===== config.mk =====
export PLATFORM = sky130hd
export DESIGN_NAME = sliding_window_event_rate_core
export DESIGN_NICKNAME = d
export VERILOG_FILES = /design/src/rtl/swer_pkg.sv /design/src/rtl/sliding_window_event_rate_core.sv /design/src/rtl/swer_ctrl.sv /design/src/rtl/swer_dp.sv
export SDC_FILE = /design/constraint.sdc
export NUM_CORES = 2
export LEC_CHECK = 0
export BUFFER_PORTS_ARGS = -buffer_cell sky130_fd_sc_hd__buf_2
export CORE_MARGIN = 5
export CORE_UTILIZATION = 58
export DETAILED_ROUTE_END_ITERATION = 8
export HOLD_SLACK_MARGIN = 0.02
export PLACE_DENSITY = 0.78
export SETUP_SLACK_MARGIN = 0.05
export SLEW_MARGIN = 20
export SYNTH_ARGS = -nofsm -noshare
export SYNTH_HDL_FRONTEND = slang
export SYNTH_SLANG_ARGS = --single-unit

===== constraint.sdc =====
create_clock -name clk -period 7.28 [get_ports clk]
set_input_delay 0.364 -clock clk [delete_from_list [all_inputs] [get_ports clk]]
set_output_delay 0.364 -clock clk [all_outputs]
set_load 0.02 [all_outputs]

===== src/rtl/swer_pkg.sv =====
// Shared types and constants of the sliding-window event-rate core.
package swer_pkg;

  localparam int unsigned SLOT_W  = 32;
  localparam int unsigned COUNT_W = 24;
  localparam int unsigned SUM_W   = 28;

  localparam logic [COUNT_W-1:0] COUNT_MAX = {COUNT_W{1'b1}};
  localparam logic [SUM_W-1:0]   SUM_MAX   = {SUM_W{1'b1}};

  localparam logic OP_RECORD = 1'b0;
  localparam logic OP_QUERY  = 1'b1;

  typedef enum logic [6:0] {
    S_IDLE  = 7'b0000001,
    S_MOD   = 7'b0000010,
    S_RREAD = 7'b0000100,
    S_UPD   = 7'b0001000,
    S_SCAN  = 7'b0010000,
    S_LAST  = 7'b0100000,
    S_OUT   = 7'b1000000
  } swer_state_t;

  typedef struct packed {
    logic load;
    logic mod_step;
    logic rd_en;
    logic rd_scan;
    logic upd;
    logic out_load;
  } swer_cmd_t;

  typedef struct packed {
    logic op;
    logic scan_last;
    logic out_free;
  } swer_sts_t;

endpackage


===== src/rtl/sliding_window_event_rate_core.sv =====
// Sliding-window event-rate core: a record word passes through slot modulo by constant
// multiply, bucket read and bucket write before the next word is accepted.
// A query reads the buckets in order, one bucket read per cycle, and then presents its count;
// it holds in the output stage while an earlier count is stalled.
// One word is in flight at a time, and a finished count may still wait in the output register.
// Synchronous active-low reset marks every bucket unwritten and empties the output.
module sliding_window_event_rate_core #(
  parameter int unsigned BUCKETS = 11
) (
  input  logic                        clk,
  input  logic                        rst_n,
  input  logic                        in_valid,
  output logic                        in_stall,
  input  logic                        in_operation,
  input  logic [swer_pkg::SLOT_W-1:0] in_slot_now,
  output logic                        out_valid,
  input  logic                        out_stall,
  output logic [swer_pkg::SUM_W-1:0]  out_window_count
);
  import swer_pkg::*;

  swer_cmd_t cmd;
  swer_sts_t sts;

  swer_ctrl u_ctrl (
    .clk      (clk),
    .rst_n    (rst_n),
    .in_valid (in_valid),
    .in_stall (in_stall),
    .sts      (sts),
    .cmd      (cmd)
  );

  swer_dp #(
    .BUCKETS (BUCKETS)
  ) u_dp (
    .clk              (clk),
    .rst_n            (rst_n),
    .in_operation     (in_operation),
    .in_slot_now      (in_slot_now),
    .out_stall        (out_stall),
    .out_valid        (out_valid),
    .out_window_count (out_window_count),
    .cmd              (cmd),
    .sts              (sts)
  );

endmodule


===== src/rtl/swer_ctrl.sv =====
// Sequencer of the sliding-window event-rate core.
module swer_ctrl (
  input  logic                clk,
  input  logic                rst_n,
  input  logic                in_valid,
  output logic                in_stall,
  input  swer_pkg::swer_sts_t sts,
  output swer_pkg::swer_cmd_t cmd
);
  import swer_pkg::*;

  swer_state_t state_r, state_nxt;
  logic        accept;

  assign in_stall = (state_r != S_IDLE);
  assign accept   = in_valid && (state_r == S_IDLE);

  always_comb begin
    state_nxt    = state_r;
    cmd          = '0;
    cmd.load     = accept;
    case (state_r)
      S_IDLE: begin
        if (accept) begin
          state_nxt = (sts.op == OP_QUERY) ? S_SCAN : S_MOD;
        end
      end
      S_MOD: begin
        cmd.mod_step = 1'b1;
        state_nxt    = S_RREAD;
      end
      S_RREAD: begin
        cmd.rd_en = 1'b1;
        state_nxt = S_UPD;
      end
      S_UPD: begin
        cmd.upd   = 1'b1;
        state_nxt = S_IDLE;
      end
      S_SCAN: begin
        cmd.rd_en   = 1'b1;
        cmd.rd_scan = 1'b1;
        if (sts.scan_last) begin
          state_nxt = S_LAST;
        end
      end
      S_LAST: begin
        state_nxt = S_OUT;
      end
      S_OUT: begin
        if (sts.out_free) begin
          cmd.out_load = 1'b1;
          state_nxt    = S_IDLE;
        end
      end
      default: begin
        state_nxt = S_IDLE;
      end
    endcase
  end

  always_ff @(posedge clk) begin
    if (!rst_n) begin
      state_r <= S_IDLE;
    end else begin
      state_r <= state_nxt;
    end
  end

endmodule


===== src/rtl/swer_dp.sv =====
// Datapath of the sliding-window event-rate core: bucket store, slot modulo, window sum.
module swer_dp #(
  parameter int unsigned BUCKETS = 11
) (
  input  logic                         clk,
  input  logic                         rst_n,
  input  logic                         in_operation,
  input  logic [swer_pkg::SLOT_W-1:0]  in_slot_now,
  input  logic                         out_stall,
  output logic                         out_valid,
  output logic [swer_pkg::SUM_W-1:0]   out_window_count,
  input  swer_pkg::swer_cmd_t          cmd,
  output swer_pkg::swer_sts_t          sts
);
  import swer_pkg::*;

  localparam int unsigned AW     = $clog2(BUCKETS);
  localparam int unsigned EW     = SLOT_W + COUNT_W;
  localparam int unsigned PROD_W = 2 * SLOT_W + 1;
  localparam int unsigned SHIFT  = SLOT_W + AW;
  localparam logic [SLOT_W:0] MAGIC =
    (SLOT_W + 1)'(((64'd1 << SHIFT) + 64'(BUCKETS) - 64'd1) / 64'(BUCKETS));
  localparam logic [AW-1:0] B_LO = AW'(BUCKETS);

  logic [EW-1:0]      mem [BUCKETS];
  logic [BUCKETS-1:0] wrt_r;

  logic [SLOT_W-1:0]  now_r;
  logic [PROD_W-1:0]  prod_r;
  logic [AW-1:0]      scan_r;
  logic               scan_rd_r;
  logic [EW-1:0]      rd_q_r;
  logic               wrt_q_r;
  logic [SUM_W-1:0]   acc_r;
  logic               out_valid_r;
  logic [SUM_W-1:0]   out_count_r;

  logic [AW-1:0]      idx;
  logic [AW-1:0]      rd_addr;
  logic [SLOT_W-1:0]  q_tag;
  logic [COUNT_W-1:0] q_cnt;
  logic [SLOT_W-1:0]  age;
  logic               in_win;
  logic [SUM_W:0]     sum;
  logic [SUM_W-1:0]   acc_nxt;
  logic [COUNT_W-1:0] cnt_nxt;

  assign idx     = now_r[AW-1:0] - (prod_r[SHIFT +: AW] * B_LO);
  assign rd_addr = cmd.rd_scan ? scan_r : idx;

  assign q_tag   = rd_q_r[EW-1:COUNT_W];
  assign q_cnt   = rd_q_r[COUNT_W-1:0];
  assign age     = now_r - q_tag;
  assign in_win  = wrt_q_r && (q_tag < now_r) && (age <= SLOT_W'(BUCKETS - 1));
  assign sum     = {1'b0, acc_r} + (SUM_W + 1)'(q_cnt);
  assign acc_nxt = sum[SUM_W] ? SUM_MAX : sum[SUM_W-1:0];

  always_comb begin
    if (!wrt_q_r || (q_tag != now_r)) begin
      cnt_nxt = COUNT_W'(1);
    end else if (q_cnt == COUNT_MAX) begin
      cnt_nxt = COUNT_MAX;
    end else begin
      cnt_nxt = q_cnt + COUNT_W'(1);
    end
  end

  assign sts.op        = in_operation;
  assign sts.scan_last = (scan_r == AW'(BUCKETS - 1));
  assign sts.out_free  = !out_valid_r || !out_stall;

  assign out_valid        = out_valid_r;
  assign out_window_count = out_count_r;

  always_ff @(posedge clk) begin
    if (cmd.upd) begin
      mem[idx] <= {now_r, cnt_nxt};
    end
    if (cmd.rd_en) begin
      rd_q_r <= mem[rd_addr];
    end
  end

  always_ff @(posedge clk) begin
    if (cmd.load) begin
      now_r <= in_slot_now;
    end
    if (cmd.mod_step) begin
      prod_r <= PROD_W'(now_r) * PROD_W'(MAGIC);
    end
    if (cmd.rd_en) begin
      wrt_q_r <= wrt_r[rd_addr];
    end
    if (cmd.out_load) begin
      out_count_r <= acc_r;
    end
  end

  always_ff @(posedge clk) begin
    if (!rst_n) begin
      wrt_r       <= '0;
      scan_r      <= '0;
      scan_rd_r   <= 1'b0;
      acc_r       <= '0;
      out_valid_r <= 1'b0;
    end else begin
      scan_rd_r <= cmd.rd_en && cmd.rd_scan;
      if (cmd.upd) begin
        wrt_r[idx] <= 1'b1;
      end
      if (cmd.load) begin
        scan_r <= '0;
        acc_r  <= '0;
      end else begin
        if (cmd.rd_en && cmd.rd_scan && !sts.scan_last) begin
          scan_r <= scan_r + AW'(1);
        end
        if (scan_rd_r && in_win) begin
          acc_r <= acc_nxt;
        end
      end
      if (cmd.out_load) begin
        out_valid_r <= 1'b1;
      end else if (!out_stall) begin
        out_valid_r <= 1'b0;
      end
    end
  end

endmodule

==> flow_metrics.tcl <==
set metrics [dict create \
    post-route-drc-count 0 \
    ys_types 76 \
    synth.area.top_cells "edfxtp_1 (50%), fa_1 (12%), ha_1 (9.1%)" \
    antenna_found_initial 0 \
    skew_ns 0.0353 \
    crit_path_start_kind "register" \
    rsz0062_at_grt "yes" \
    die_x_microns 285 \
    clock_path_buffers 3 \
    gp_congestion 0.927 \
    finalCritPeriodShare 0.967 \
    cts_max_level 3 \
    clk_latency_ns 0.64 \
    fin_crit_ns 7.04 \
    avgViaCountPerCell 6.06 \
    nets 3959 \
    worstPathRequired_ns 7.65 \
    clock-sinks 789 \
    wl_met2_microns 56400 \
    stdcell_count 4362 \
    ys_seq_area_frac 0.528 \
    grt_pass1_vias 28478 \
    route.met3.wl_microns 7360 \
    cpMaxStageDelayCell "fa_1" \
    maxCapViolCount 0 \
    max_stage_delay_ns 0.55 \
    core_sq_um 74700 \
    grt_max_degree 187 \
    fmax_mhz 142 \
    synth_area_sq_um 43900 \
    drv_slew 0 \
    criticalPathCategory "reg2reg" \
    avgSynthCellArea_sq_um 14.0 \
    grt_util_all_layers 0.264 \
    met1Wirelength_microns 38700 \
    outcome "finished clean" \
    io_buffers 66 \
    layout_commonest_cell "edfxtp_1" \
    dr.pass1.iters 8 \
    cts-root-buf "clkbuf_16" \
    clkTransAtPathRegs_ns 0.06 \
    ys.flop_type "edfxtp_1" \
    grt_pass1_wl_microns 165000 \
    drt-initial-drc-count 2277 \
    drive_gt1_frac 0.131 \
    die-area_sq_um 81300 \
    finalSetupViolations 0 \
    utilization 0.660 \
    dpl-instance-area_sq_um 46100 \
    slew_headroom 0.237 \
    row_count 100 \
    dp.cells 4174 \
    synth_edf_count 737 \
    yosysWarnings 0 \
    synth_top_area_cell "edfxtp_1" \
    final_area_sq_um 49300 \
    async_flop_share 0 \
    worstHoldPathType "in2reg" \
    syn_nets 3769 \
    crit_path_end_kind "register" \
    cp_common_cell "fa_1" \
    top_layer "met4" \
    tightest_slew_ns 1.14 \
    netlist.area_leader.share 0.504 \
    postRouteAntennaNets 0 \
    hpwl_microns 70300 \
    areaGrowthSynthToFinish_pct 12.3 \
    io_pins 67 \
    crit_arrival_ns 7.41 \
    totalWireLength_microns 106000 \
    fillers 5032 \
    final_hold_viol_count 0 \
    cts_made_buffers 79 \
    overflow 0 \
    worst-path-max-fanout 3 \
    wire_per_inst_microns 24.4 \
    die_h_microns 285 \
    start_util 0.587 \
    cts_tree "built" \
    ys_ff_latch 789 \
    synthCells 3142 \
    vias 26450 \
    final_cell_mix "edfxtp_1 (737), inv_1 (502), ha_1 (315)" \
]
[per-stage QoR]
| step | setup WS (ns) | hold WS (ns) | setup TNS (ns) |
|---|---|---|---|
| after global placement | 0.199 | 0.442 | 0 |
| after CTS | 0.0942 | 0.0222 | 0 |
| after floorplan | 0.319 | 0.423 | 0 |
| final | 0.240 | 0.0578 | 0 |
| after global routing | -0.0209 | 0.0549 | -0.0209 |
| after detailed placement | 0.130 | 0.454 | 0 |
[state kept, by name, summed over array words and instances, names as in the netlist]
| register | flops |
|---|---|
| u_dp.scan_r | 4 |
| u_dp.out_window_count | 28 |
| u_dp.prod_r | 4 |
| u_ctrl.state_r | 7 |
| u_dp.wrt_q_r | 1 |
| u_dp.scan_rd_r | 1 |
| u_dp.now_r | 32 |
| u_dp.mem | 616 |
| u_dp.rd_q_r | 56 |
| u_dp.acc_r | 28 |
| u_dp.wrt_r | 11 |
| u_dp.out_valid | 1 |
[cells in the mapped netlist, types with 4 or more instances]
cell type and number:
and3_1 28, fa_1 272, a21boi_0 5, o211ai_1 64, ha_1 318, xnor2_1 65, clkbuf_1 60, nand3_1 84
nand2_1 165, o21ai_1 7, xor2_1 32, inv_1 502, o31ai_1 4, or3_1 5, buf_1 11, and2_1 4
mux4_2 114, a21o_1 18, nand3b_1 4, o22ai_1 4, o21a_1 27, a211oi_1 12, buf_2 21, or2_2 4
nand4b_1 6, a21oi_1 83, nor4_1 4, nand4_1 23, o21bai_1 14, o21ai_0 95, nor3_1 42, nor2b_1 10
mux2i_1 65, a31oi_1 10, and4_1 5, nand2b_1 13, edfxtp_1 737, a311oi_1 4, dfxtp_1 52, nor2_1 92
[layer usage]
metal  up-vias  track usage
met4         0       0.0967
met3       235       0.0371
met1     13423        0.326
met2      1152        0.477
met5         -            0
li1      11640            -
[path summary, 6_finish.rpt]
| check | startpoint | endpoint | slack (ns) | depth (start not counted) |
|---|---|---|---|---|
| setup / recovery | u_dp.now_r[13]$_DFFE_PP_ | u_dp.prod_r[39]$_DFFE_PP_ | 0.24 | 27 |
| hold / removal | in_valid | u_ctrl.state_r[0]$_SDFFE_PN1P_ | 0.06 | 2 |
| setup reg to reg | u_dp.now_r[13]$_DFFE_PP_ | u_dp.prod_r[39]$_DFFE_PP_ | 0.24 | 27 |
| hold reg to reg | u_dp.wrt_r[10]$_SDFFE_PN0P_ | u_dp.wrt_r[10]$_SDFFE_PN0P_ | 0.47 | 1 |
[cells by family (layout without fill, tap and decap cells)]
group / after synthesis / after routing / synth area share
flops: 789 / 789 / 0.528
buf+inv: 596 / 846 / 0.0518
fa+ha+maj: 590 / 590 / 0.215
simple gates: 501 / 501 / 0.0551
compound gates: 389 / 389 / 0.0573
mux: 180 / 180 / 0.0736
xor+xnor: 97 / 97 / 0.0194
other cells: 0 / 1 / 0
[layout make-up]
type / instances / area, sq um / share of cell area
sequential: 789 / 23200 / 0.470
multi-input combinational: 1757 / 18600 / 0.378
clock buffer: 90 / 2030 / 0.0412
inverter: 502 / 1880 / 0.0382
timing repair buffer: 203 / 1730 / 0.0351
tap: 969 / 1210 / 0.0246
clock inverter: 51 / 593 / 0.0120
antenna: 1 / 2.50 / 0.0000508
[critical path: cells and delay by family (launching register included)]
family,cells,cell delay (ns)
xor+xnor,1,0.08
buf+inv,7,0.51
flops,1,0.49
fa+ha+maj,9,4.19
compound gates,8,1.32
simple gates,2,0.20
[what timing repair did]
| action | 4_1_cts | 5_1_grt |
|---|---|---|
| hold buffers | 33 | 0 |
| buffers inserted | 0 | 11 |
| hold endpoints to repair | 34 | 0 |
| gates resized for setup | 0 | 16 |
| endpoints found under the setup margin | 0 | 3 |
Power is left out: the tool's default activity adds up to more than one toggle a clock period on the data nets, which glitch-free logic cannot reach.
